--- config.mk ---
export PLATFORM = sky130hd
export DESIGN_NAME = lidar_sector_occupancy_unit
export DESIGN_NICKNAME = d
export VERILOG_FILES = /design/src/hw/rtl/lso_pkg.sv /design/src/hw/rtl/lso_csr.sv /design/src/hw/rtl/lidar_sector_occupancy_unit.sv
export SDC_FILE = /design/constraint.sdc
export NUM_CORES = 1
export LEC_CHECK = 0
export BUFFER_PORTS_ARGS = -buffer_cell sky130_fd_sc_hd__buf_2
export CAP_MARGIN = 20
export CORE_UTILIZATION = 30
export CTS_CLUSTER_DIAMETER = 100
export DETAILED_ROUTE_END_ITERATION = 10
export SYNTH_ARGS = -nofsm -noshare
export SYNTH_HDL_FRONTEND = slang
export SYNTH_SLANG_ARGS = --single-unit
export TNS_END_PERCENT = 5
--- constraint.sdc ---
create_clock -name clock -period 4.15 [get_ports clock]
set_input_delay 0 -clock clock [delete_from_list [all_inputs] [get_ports clock]]
set_output_delay 0 -clock clock [all_outputs]
set_load 0.03 [all_outputs]
--- src/hw/rtl/lso_pkg.sv ---
// Shared types, constants and the sector decode for the lidar sector occupancy unit.
package lso_pkg;

   // Field widths
   localparam int unsigned DistW      = 16;
   localparam int unsigned ConfW      = 8;
   localparam int unsigned AngleW     = 16;
   localparam int unsigned SectorW    = 6;
   localparam int unsigned CsrIndexW  = 3;
   localparam int unsigned CsrDataW   = 16;

   // Raw robot angle before wrapping: 27000 + offset - sensor spans -38535..92535
   localparam int unsigned RawW = 18;

   localparam logic signed [RawW-1:0] FrameBase  = 18'sd27000;
   localparam logic signed [RawW-1:0] FullTurn   = 18'sd36000;
   localparam logic signed [RawW-1:0] TwoTurns   = 18'sd72000;
   localparam logic signed [RawW-1:0] NegTurn    = -18'sd36000;

   // Sector boundaries, hundredths of a degree
   localparam logic [AngleW-1:0] FrontLeftStart  = 16'd3000;
   localparam logic [AngleW-1:0] RearLeftStart   = 16'd9000;
   localparam logic [AngleW-1:0] RearStart       = 16'd15000;
   localparam logic [AngleW-1:0] RearRightStart  = 16'd21000;
   localparam logic [AngleW-1:0] FrontRightStart = 16'd27000;
   localparam logic [AngleW-1:0] FrontStart      = 16'd33000;

   // Reset value of the far limit
   localparam logic [DistW-1:0] FarLimitReset = 16'hFFFF;

   // Register indexes of the configuration port
   typedef enum logic [CsrIndexW-1:0] {
      CsrConfidenceMin   = 3'd0,
      CsrNearLimit       = 3'd1,
      CsrFarLimit        = 3'd2,
      CsrAngleOffset     = 3'd3,
      CsrBlindLeftStart  = 3'd4,
      CsrBlindLeftEnd    = 3'd5,
      CsrBlindRightStart = 3'd6,
      CsrBlindRightEnd   = 3'd7
   } csr_index_type;

   // Configuration register set
   typedef struct packed {
      logic [ConfW-1:0]  confidence_min;
      logic [DistW-1:0]  near_limit_mm;
      logic [DistW-1:0]  far_limit_mm;
      logic [AngleW-1:0] angle_offset;
      logic [AngleW-1:0] blind_left_start;
      logic [AngleW-1:0] blind_left_end;
      logic [AngleW-1:0] blind_right_start;
      logic [AngleW-1:0] blind_right_end;
   } cfg_type;

   // One-hot sector of a wrapped robot angle; front wraps through zero
   function automatic logic [SectorW-1:0] sector_bit(input logic [AngleW-1:0] angle);
      logic [SectorW-1:0] hit;
      hit = '0;
      if (angle < FrontLeftStart || angle >= FrontStart) begin
         hit[0] = 1'b1;
      end else if (angle < RearLeftStart) begin
         hit[1] = 1'b1;
      end else if (angle < RearStart) begin
         hit[2] = 1'b1;
      end else if (angle < RearRightStart) begin
         hit[3] = 1'b1;
      end else if (angle < FrontRightStart) begin
         hit[4] = 1'b1;
      end else begin
         hit[5] = 1'b1;
      end
      return hit;
   endfunction

endpackage

--- src/hw/rtl/lso_csr.sv ---
// Configuration register file of the lidar sector occupancy unit.
module lso_csr (
   input  logic                           clock,
   input  logic                           reset,
   input  logic                           csr_write,
   input  logic [lso_pkg::CsrIndexW-1:0]  csr_index,
   input  logic [lso_pkg::CsrDataW-1:0]   csr_data,
   output lso_pkg::cfg_type               cfg
);

   lso_pkg::cfg_type cfg_ff;
   lso_pkg::cfg_type cfg_in;

   // Decode the write onto the addressed register
   always_comb begin
      cfg_in = cfg_ff;
      if (csr_write) begin
         unique case (lso_pkg::csr_index_type'(csr_index))
            lso_pkg::CsrConfidenceMin:   cfg_in.confidence_min    =
                                            csr_data[lso_pkg::ConfW-1:0];
            lso_pkg::CsrNearLimit:       cfg_in.near_limit_mm     = csr_data;
            lso_pkg::CsrFarLimit:        cfg_in.far_limit_mm      = csr_data;
            lso_pkg::CsrAngleOffset:     cfg_in.angle_offset      = csr_data;
            lso_pkg::CsrBlindLeftStart:  cfg_in.blind_left_start  = csr_data;
            lso_pkg::CsrBlindLeftEnd:    cfg_in.blind_left_end    = csr_data;
            lso_pkg::CsrBlindRightStart: cfg_in.blind_right_start = csr_data;
            lso_pkg::CsrBlindRightEnd:   cfg_in.blind_right_end   = csr_data;
            default:                     cfg_in = cfg_ff;
         endcase
      end
   end

   // Hold the registers; reset loads the documented defaults
   always_ff @(posedge clock) begin
      if (reset) begin
         cfg_ff                   <= '0;
         cfg_ff.far_limit_mm      <= lso_pkg::FarLimitReset;
      end else begin
         cfg_ff <= cfg_in;
      end
   end

   assign cfg = cfg_ff;

endmodule

--- src/hw/rtl/lidar_sector_occupancy_unit.sv ---
// Top level: lidar point filter, frame rotation and per-scan sector hit mask.
// A point marked last passes stages 1, 2 and 3 and then the result register before its mask shows on rsp_.
// Throughput: one point per cycle; the three-stage pipe and the result register
// advance together and halt only while a held result is stalled.
// Reset: synchronous, active high; clears the pipe, the hit mask and loads register defaults.
module lidar_sector_occupancy_unit (
   input  logic                           clock,
   input  logic                           reset,
   // point input
   input  logic                           req_valid,
   output logic                           req_stall,
   input  logic [lso_pkg::DistW-1:0]      req_distance_mm,
   input  logic [lso_pkg::ConfW-1:0]      req_confidence,
   input  logic [lso_pkg::AngleW-1:0]     req_sensor_angle,
   input  logic                           req_scan_last,
   // scan result
   output logic                           rsp_valid,
   input  logic                           rsp_stall,
   output logic [lso_pkg::SectorW-1:0]    rsp_sector_hits,
   // configuration
   input  logic                           csr_valid,
   output logic                           csr_ready,
   input  logic [lso_pkg::CsrIndexW-1:0]  csr_index,
   input  logic [lso_pkg::CsrDataW-1:0]   csr_data
);

   lso_pkg::cfg_type cfg;

   logic pipe_move;

   // stage 1: input register
   logic                        s1_valid_ff;
   logic [lso_pkg::DistW-1:0]   s1_dist_ff;
   logic [lso_pkg::ConfW-1:0]   s1_conf_ff;
   logic [lso_pkg::AngleW-1:0]  s1_angle_ff;
   logic                        s1_last_ff;

   // stage 2: filter verdict and raw angle
   logic                              s2_valid_ff;
   logic                              s2_keep_ff;
   logic                              s2_keep_in;
   logic signed [lso_pkg::RawW-1:0]   s2_raw_ff;
   logic signed [lso_pkg::RawW-1:0]   s2_raw_in;
   logic                              s2_last_ff;

   // stage 3: wrapped robot angle
   logic                              s3_valid_ff;
   logic                              s3_keep_ff;
   logic [lso_pkg::AngleW-1:0]        s3_angle_ff;
   logic signed [lso_pkg::RawW-1:0]   s3_wrap;
   logic [lso_pkg::AngleW-1:0]        s3_angle_in;
   logic                              s3_last_ff;

   // mask and result
   logic                              blind;
   logic [lso_pkg::SectorW-1:0]       mask_next;
   logic [lso_pkg::SectorW-1:0]       hit_mask_ff;
   logic [lso_pkg::SectorW-1:0]       hit_mask_in;
   logic                              rsp_valid_ff;
   logic                              rsp_valid_in;
   logic [lso_pkg::SectorW-1:0]       rsp_hits_ff;

   lso_csr u_csr (
      .clock     (clock),
      .reset     (reset),
      .csr_write (csr_valid & csr_ready),
      .csr_index (csr_index),
      .csr_data  (csr_data),
      .cfg       (cfg)
   );

   assign csr_ready = 1'b1;

   // Advance the whole pipe unless a held result is stalled
   assign pipe_move = !(rsp_valid_ff && rsp_stall);
   assign req_stall = !pipe_move;

   // Stage 1 register
   always_ff @(posedge clock) begin
      if (reset) begin
         s1_valid_ff <= 1'b0;
      end else if (pipe_move) begin
         s1_valid_ff <= req_valid;
      end
   end

   always_ff @(posedge clock) begin
      if (pipe_move) begin
         s1_dist_ff  <= req_distance_mm;
         s1_conf_ff  <= req_confidence;
         s1_angle_ff <= req_sensor_angle;
         s1_last_ff  <= req_scan_last;
      end
   end

   // Filter on distance and confidence; form the unwrapped robot angle
   always_comb begin
      s2_keep_in = (s1_dist_ff != '0) && (s1_conf_ff >= cfg.confidence_min) &&
                   (s1_dist_ff >= cfg.near_limit_mm) && (s1_dist_ff <= cfg.far_limit_mm);
      s2_raw_in  = lso_pkg::FrameBase
                 + $signed({2'b00, cfg.angle_offset})
                 - $signed({2'b00, s1_angle_ff});
   end

   always_ff @(posedge clock) begin
      if (reset) begin
         s2_valid_ff <= 1'b0;
      end else if (pipe_move) begin
         s2_valid_ff <= s1_valid_ff;
      end
   end

   always_ff @(posedge clock) begin
      if (pipe_move) begin
         s2_keep_ff <= s2_keep_in;
         s2_raw_ff  <= s2_raw_in;
         s2_last_ff <= s1_last_ff;
      end
   end

   // Wrap into one turn: at most two turns either way
   always_comb begin
      if (s2_raw_ff < -lso_pkg::FullTurn) begin
         s3_wrap = s2_raw_ff + lso_pkg::TwoTurns;
      end else if (s2_raw_ff < 18'sd0) begin
         s3_wrap = s2_raw_ff + lso_pkg::FullTurn;
      end else if (s2_raw_ff < lso_pkg::FullTurn) begin
         s3_wrap = s2_raw_ff;
      end else if (s2_raw_ff < lso_pkg::TwoTurns) begin
         s3_wrap = s2_raw_ff + lso_pkg::NegTurn;
      end else begin
         s3_wrap = s2_raw_ff - lso_pkg::TwoTurns;
      end
      s3_angle_in = s3_wrap[lso_pkg::AngleW-1:0];
   end

   always_ff @(posedge clock) begin
      if (reset) begin
         s3_valid_ff <= 1'b0;
      end else if (pipe_move) begin
         s3_valid_ff <= s2_valid_ff;
      end
   end

   always_ff @(posedge clock) begin
      if (pipe_move) begin
         s3_keep_ff  <= s2_keep_ff;
         s3_angle_ff <= s3_angle_in;
         s3_last_ff  <= s2_last_ff;
      end
   end

   // Drop blind-zone points, set the sector bit, emit and clear on the last item
   always_comb begin
      blind = ((s3_angle_ff >= cfg.blind_left_start) &&
               (s3_angle_ff <= cfg.blind_left_end)) ||
              ((s3_angle_ff >= cfg.blind_right_start) &&
               (s3_angle_ff <= cfg.blind_right_end));
      mask_next = hit_mask_ff;
      if (s3_keep_ff && !blind) begin
         mask_next = hit_mask_ff | lso_pkg::sector_bit(s3_angle_ff);
      end
      hit_mask_in  = hit_mask_ff;
      rsp_valid_in = 1'b0;
      if (s3_valid_ff) begin
         rsp_valid_in = s3_last_ff;
         hit_mask_in  = s3_last_ff ? '0 : mask_next;
      end
   end

   always_ff @(posedge clock) begin
      if (reset) begin
         hit_mask_ff  <= '0;
         rsp_valid_ff <= 1'b0;
      end else if (pipe_move) begin
         hit_mask_ff  <= hit_mask_in;
         rsp_valid_ff <= rsp_valid_in;
      end
   end

   always_ff @(posedge clock) begin
      if (pipe_move) begin
         rsp_hits_ff <= mask_next;
      end
   end

   assign rsp_valid       = rsp_valid_ff;
   assign rsp_sector_hits = rsp_hits_ff;

endmodule
==> metrics <==
Worst-Margin Slew=989.8 ps; Reg clk slew, reported paths=60 ps; DP Cell Count=1860; register area=0.005155 mm²; worst setup path class=flip-flop to flip-flop; commonest non-fill, non-tap cell in the layout=nand2_1; adder-cell share of the synthesized area=15.25%; number of antenna violations at the first check in global routing=0; fin nets=1642; Post-Syn Instances=1313; grt ovf=0; kind of start point of the critical path=flip-flop; post-synthesis mux area share=0.3489%; P&R area growth vs syn=20.08%; die height=200.6 µm; share of layout cells above drive strength 1=10.06%; RSZ-0062 raised after global routing=no; Sw Share=31.59%; # setup viols final=0; ANT cells=0; Placement Rows=72; vias per cell=4.772; Max-Cap Viols=0; Psw=2.100 mW; clock power share=34.1%; Slew Limit Fails=0; Total Wirelength=29490 µm; largest family of logic cells by synthesized area=compound AO/OA/AOI/OAI gates; Post-Syn Area=0.01183 mm²; synthesized area per cell=9.013 µm²; Antenna Nets Post-Route=0; Comb pwr share=24.5%; Vias=9397; Total GRT Usage=14.56%; # resized after CTS=0; first-pass GRT wire length=47680 µm; Internal Pwr Total=4.549 mW; relative slew slack=34.01%; most frequent cells in the layout=248 x nand2_1, 151 x a21oi_1, 147 x inv_1; post-CTS setup buffers=0; core footprint=0.03874 mm²; Hold-fix buffers, CTS=64; Worst Path Arrival=3310 ps; Die Footprint=0.04024 mm²; register area share after synthesis=43.56%; Post-Route Setup TNS=0 ps; fin cells=1969; Synth cell types=75; Final Total Pwr=6.649 mW; pin count of the biggest net entering global routing=105; synth warn=0; Die X=200.6 µm; CP max FO=3; H-tree Lvls=1; #FFs+latches synth=215; global placement routability congestion=0.8636; Pleak=5.687 nW; buffers added on ports=72; vias in the first global route=9171; syn nets=1521; wire per inst=14.98 µm; total CTS buffers=24; # fillers=3981; Final min period=3047 ps; Ports=74; top_reg_cell synth=dfxtp_1; sequential share of power=41.4%; CTS Buffer Depth=3; post-synthesis simple-gate area fraction=14.86%; Starting DRT DRC Count=492; CTS Root Cell=clkbuf_16; VDD IR max=0.2633 mV; starting density of the core=30.55%; Remaining DRCs=0; multi-input logic area=0.005907 mm²; Clock Skew=8.549 ps; Crit. End Element=flip-flop; final hold violation count=0; Worst Path Required=4420 ps; dpl hpwl=20840 µm; ys async rst share=0%; HP Class=input port to flip-flop; clock sinks=215; pwr/cell area=467.9 mW/mm²; first-pass detailed-route iteration total=5; XOR/XNOR Fraction of Synth Area=1.702%; Compound-Gate Fraction of Synth Area=17.67%; setup slack after layout=1103 ps; status=complete, no violations; Clock Latency Late Sink=510 ps; Post-synth EDFFs=85; CTS tree=yes; Place WS=1135 ps; final worst path period share=73.43%; f_max=0.3282 GHz
-- power groups by stage --
stage	Sequential (mW)	Combinational [mW]	Clock, mW
after floorplan	2.66	1.24	0
after global placement	2.80	1.52	0
after detailed placement	2.80	1.56	0
after CTS	2.76	1.63	2.34
after global routing	2.78	1.85	2.41
final	2.75	1.63	2.27
-- final cells by class --
class / count / area share, %
multi-input combinational: 900 / 41.57
sequential: 215 / 36.28
timing repair buffer: 146 / 7.704
clock buffer: 27 / 4.676
tap: 518 / 4.561
inverter: 147 / 3.883
clock inverter: 16 / 1.330
-- logic make-up after synthesis --
family,after synthesis
and+or+nand+nor,406
AOI/OAI and AO/OA,323
DFF,215
buffers and inverters,198
adders and majority gates,143
xor gates and xnor gates,23
muxes,4
other,1
-- final timing paths --
kind	from	endpoint	slack (ps)	cells after the start
max	s1_angle_ff[1]	s2_raw_ff[15]	1100	12
min	csr_valid	u_csr.cfg[80]	20	4
max reg2reg	s1_angle_ff[1]	s2_raw_ff[15]	1100	12
min reg2reg	s1_last_ff	s2_last_ff	420	0
-- Yosys cell counts, types with 4 or more instances --
| cell | count | area [µm²] |
|---|---|---|
| xor2_1 | 4 | 35.03 |
| a41o_1 | 7 | 70.07 |
| nand3_1 | 18 | 90.09 |
| o21a_1 | 8 | 60.06 |
| and3_1 | 4 | 25.02 |
| o211ai_1 | 5 | 37.54 |
| a21oi_1 | 151 | 755.7 |
| nor2_1 | 51 | 191.4 |
| o31ai_1 | 5 | 37.54 |
| inv_1 | 147 | 551.8 |
| edfxtp_1 | 85 | 2552 |
| a211oi_1 | 10 | 75.07 |
| nand4_1 | 14 | 87.58 |
| o21bai_1 | 4 | 30.03 |
| o21ai_0 | 32 | 160.2 |
| clkbuf_1 | 34 | 127.6 |
| buf_2 | 4 | 20.02 |
| o22ai_1 | 4 | 25.02 |
| nand2_1 | 249 | 934.7 |
| nand2b_1 | 13 | 81.33 |
| clkbuf_2 | 4 | 20.02 |
| buf_1 | 5 | 18.77 |
| dfxtp_1 | 130 | 2603 |
| and2_1 | 8 | 50.05 |
| nor2b_1 | 18 | 112.6 |
| ha_1 | 141 | 1764 |
| nor3_1 | 16 | 80.08 |
| nor4_1 | 6 | 37.54 |
| a21o_1 | 21 | 157.7 |
| xnor2_1 | 19 | 166.4 |
| a211o_1 | 17 | 148.9 |
| o21ai_1 | 5 | 25.02 |
| a31oi_1 | 10 | 62.56 |
-- worst max-delay path: stages, from the launching register on --
cell and delay [ps]:
edfxtp_1 350, inv_1 70, ha_1 220, ha_1 240
fa_1 440, a211oi_2 250, o21bai_1 130, a31oi_1 280
o21ai_1 150, o41ai_2 290, o21bai_1 150, a21oi_2 170
xnor2_1 70
-- routing by layer --
layer  global-route usage [%]  vias up  share of wire [%]
li1                         -     4786                  -
met1                    19.20     4388                 47
met2                    24.33      183                 45
met3                    2.484       40                4.9
met4                    4.280        0                2.3
met5                        0        -                  0
-- per-stage QoR --
stage | area [µm²] | util (%) | hold WS (ps)
3_5_place_dp | 12680 | 32.75 | 178.1
5_1_grt | 14210 | 36.68 | 56.34
4_1_cts | 14180 | 36.60 | 8.002
2_1_floorplan | 11830 | - | 98.87
6_report | 14210 | 36.68 | 23.57
3_3_place_gp | 12680 | 32.75 | 176.5
-- sequential cells by signal (all words and copies together) (netlist names) --
signal and flops:
s1_conf_ff 8, s1_last_ff 1, s2_raw_ff 18, s3_keep_ff 1
s1_angle_ff 16, s1_valid_ff 1, rsp_valid 1, s2_last_ff 1
s2_keep_ff 1, s3_angle_ff 16, u_csr.cfg 120, s3_valid_ff 1
s1_dist_ff 16, hit_mask_ff 6, rsp_sector_hits 6, s2_valid_ff 1
s3_last_ff 1
No activity file was read; power rests on OpenSTA's default activity.
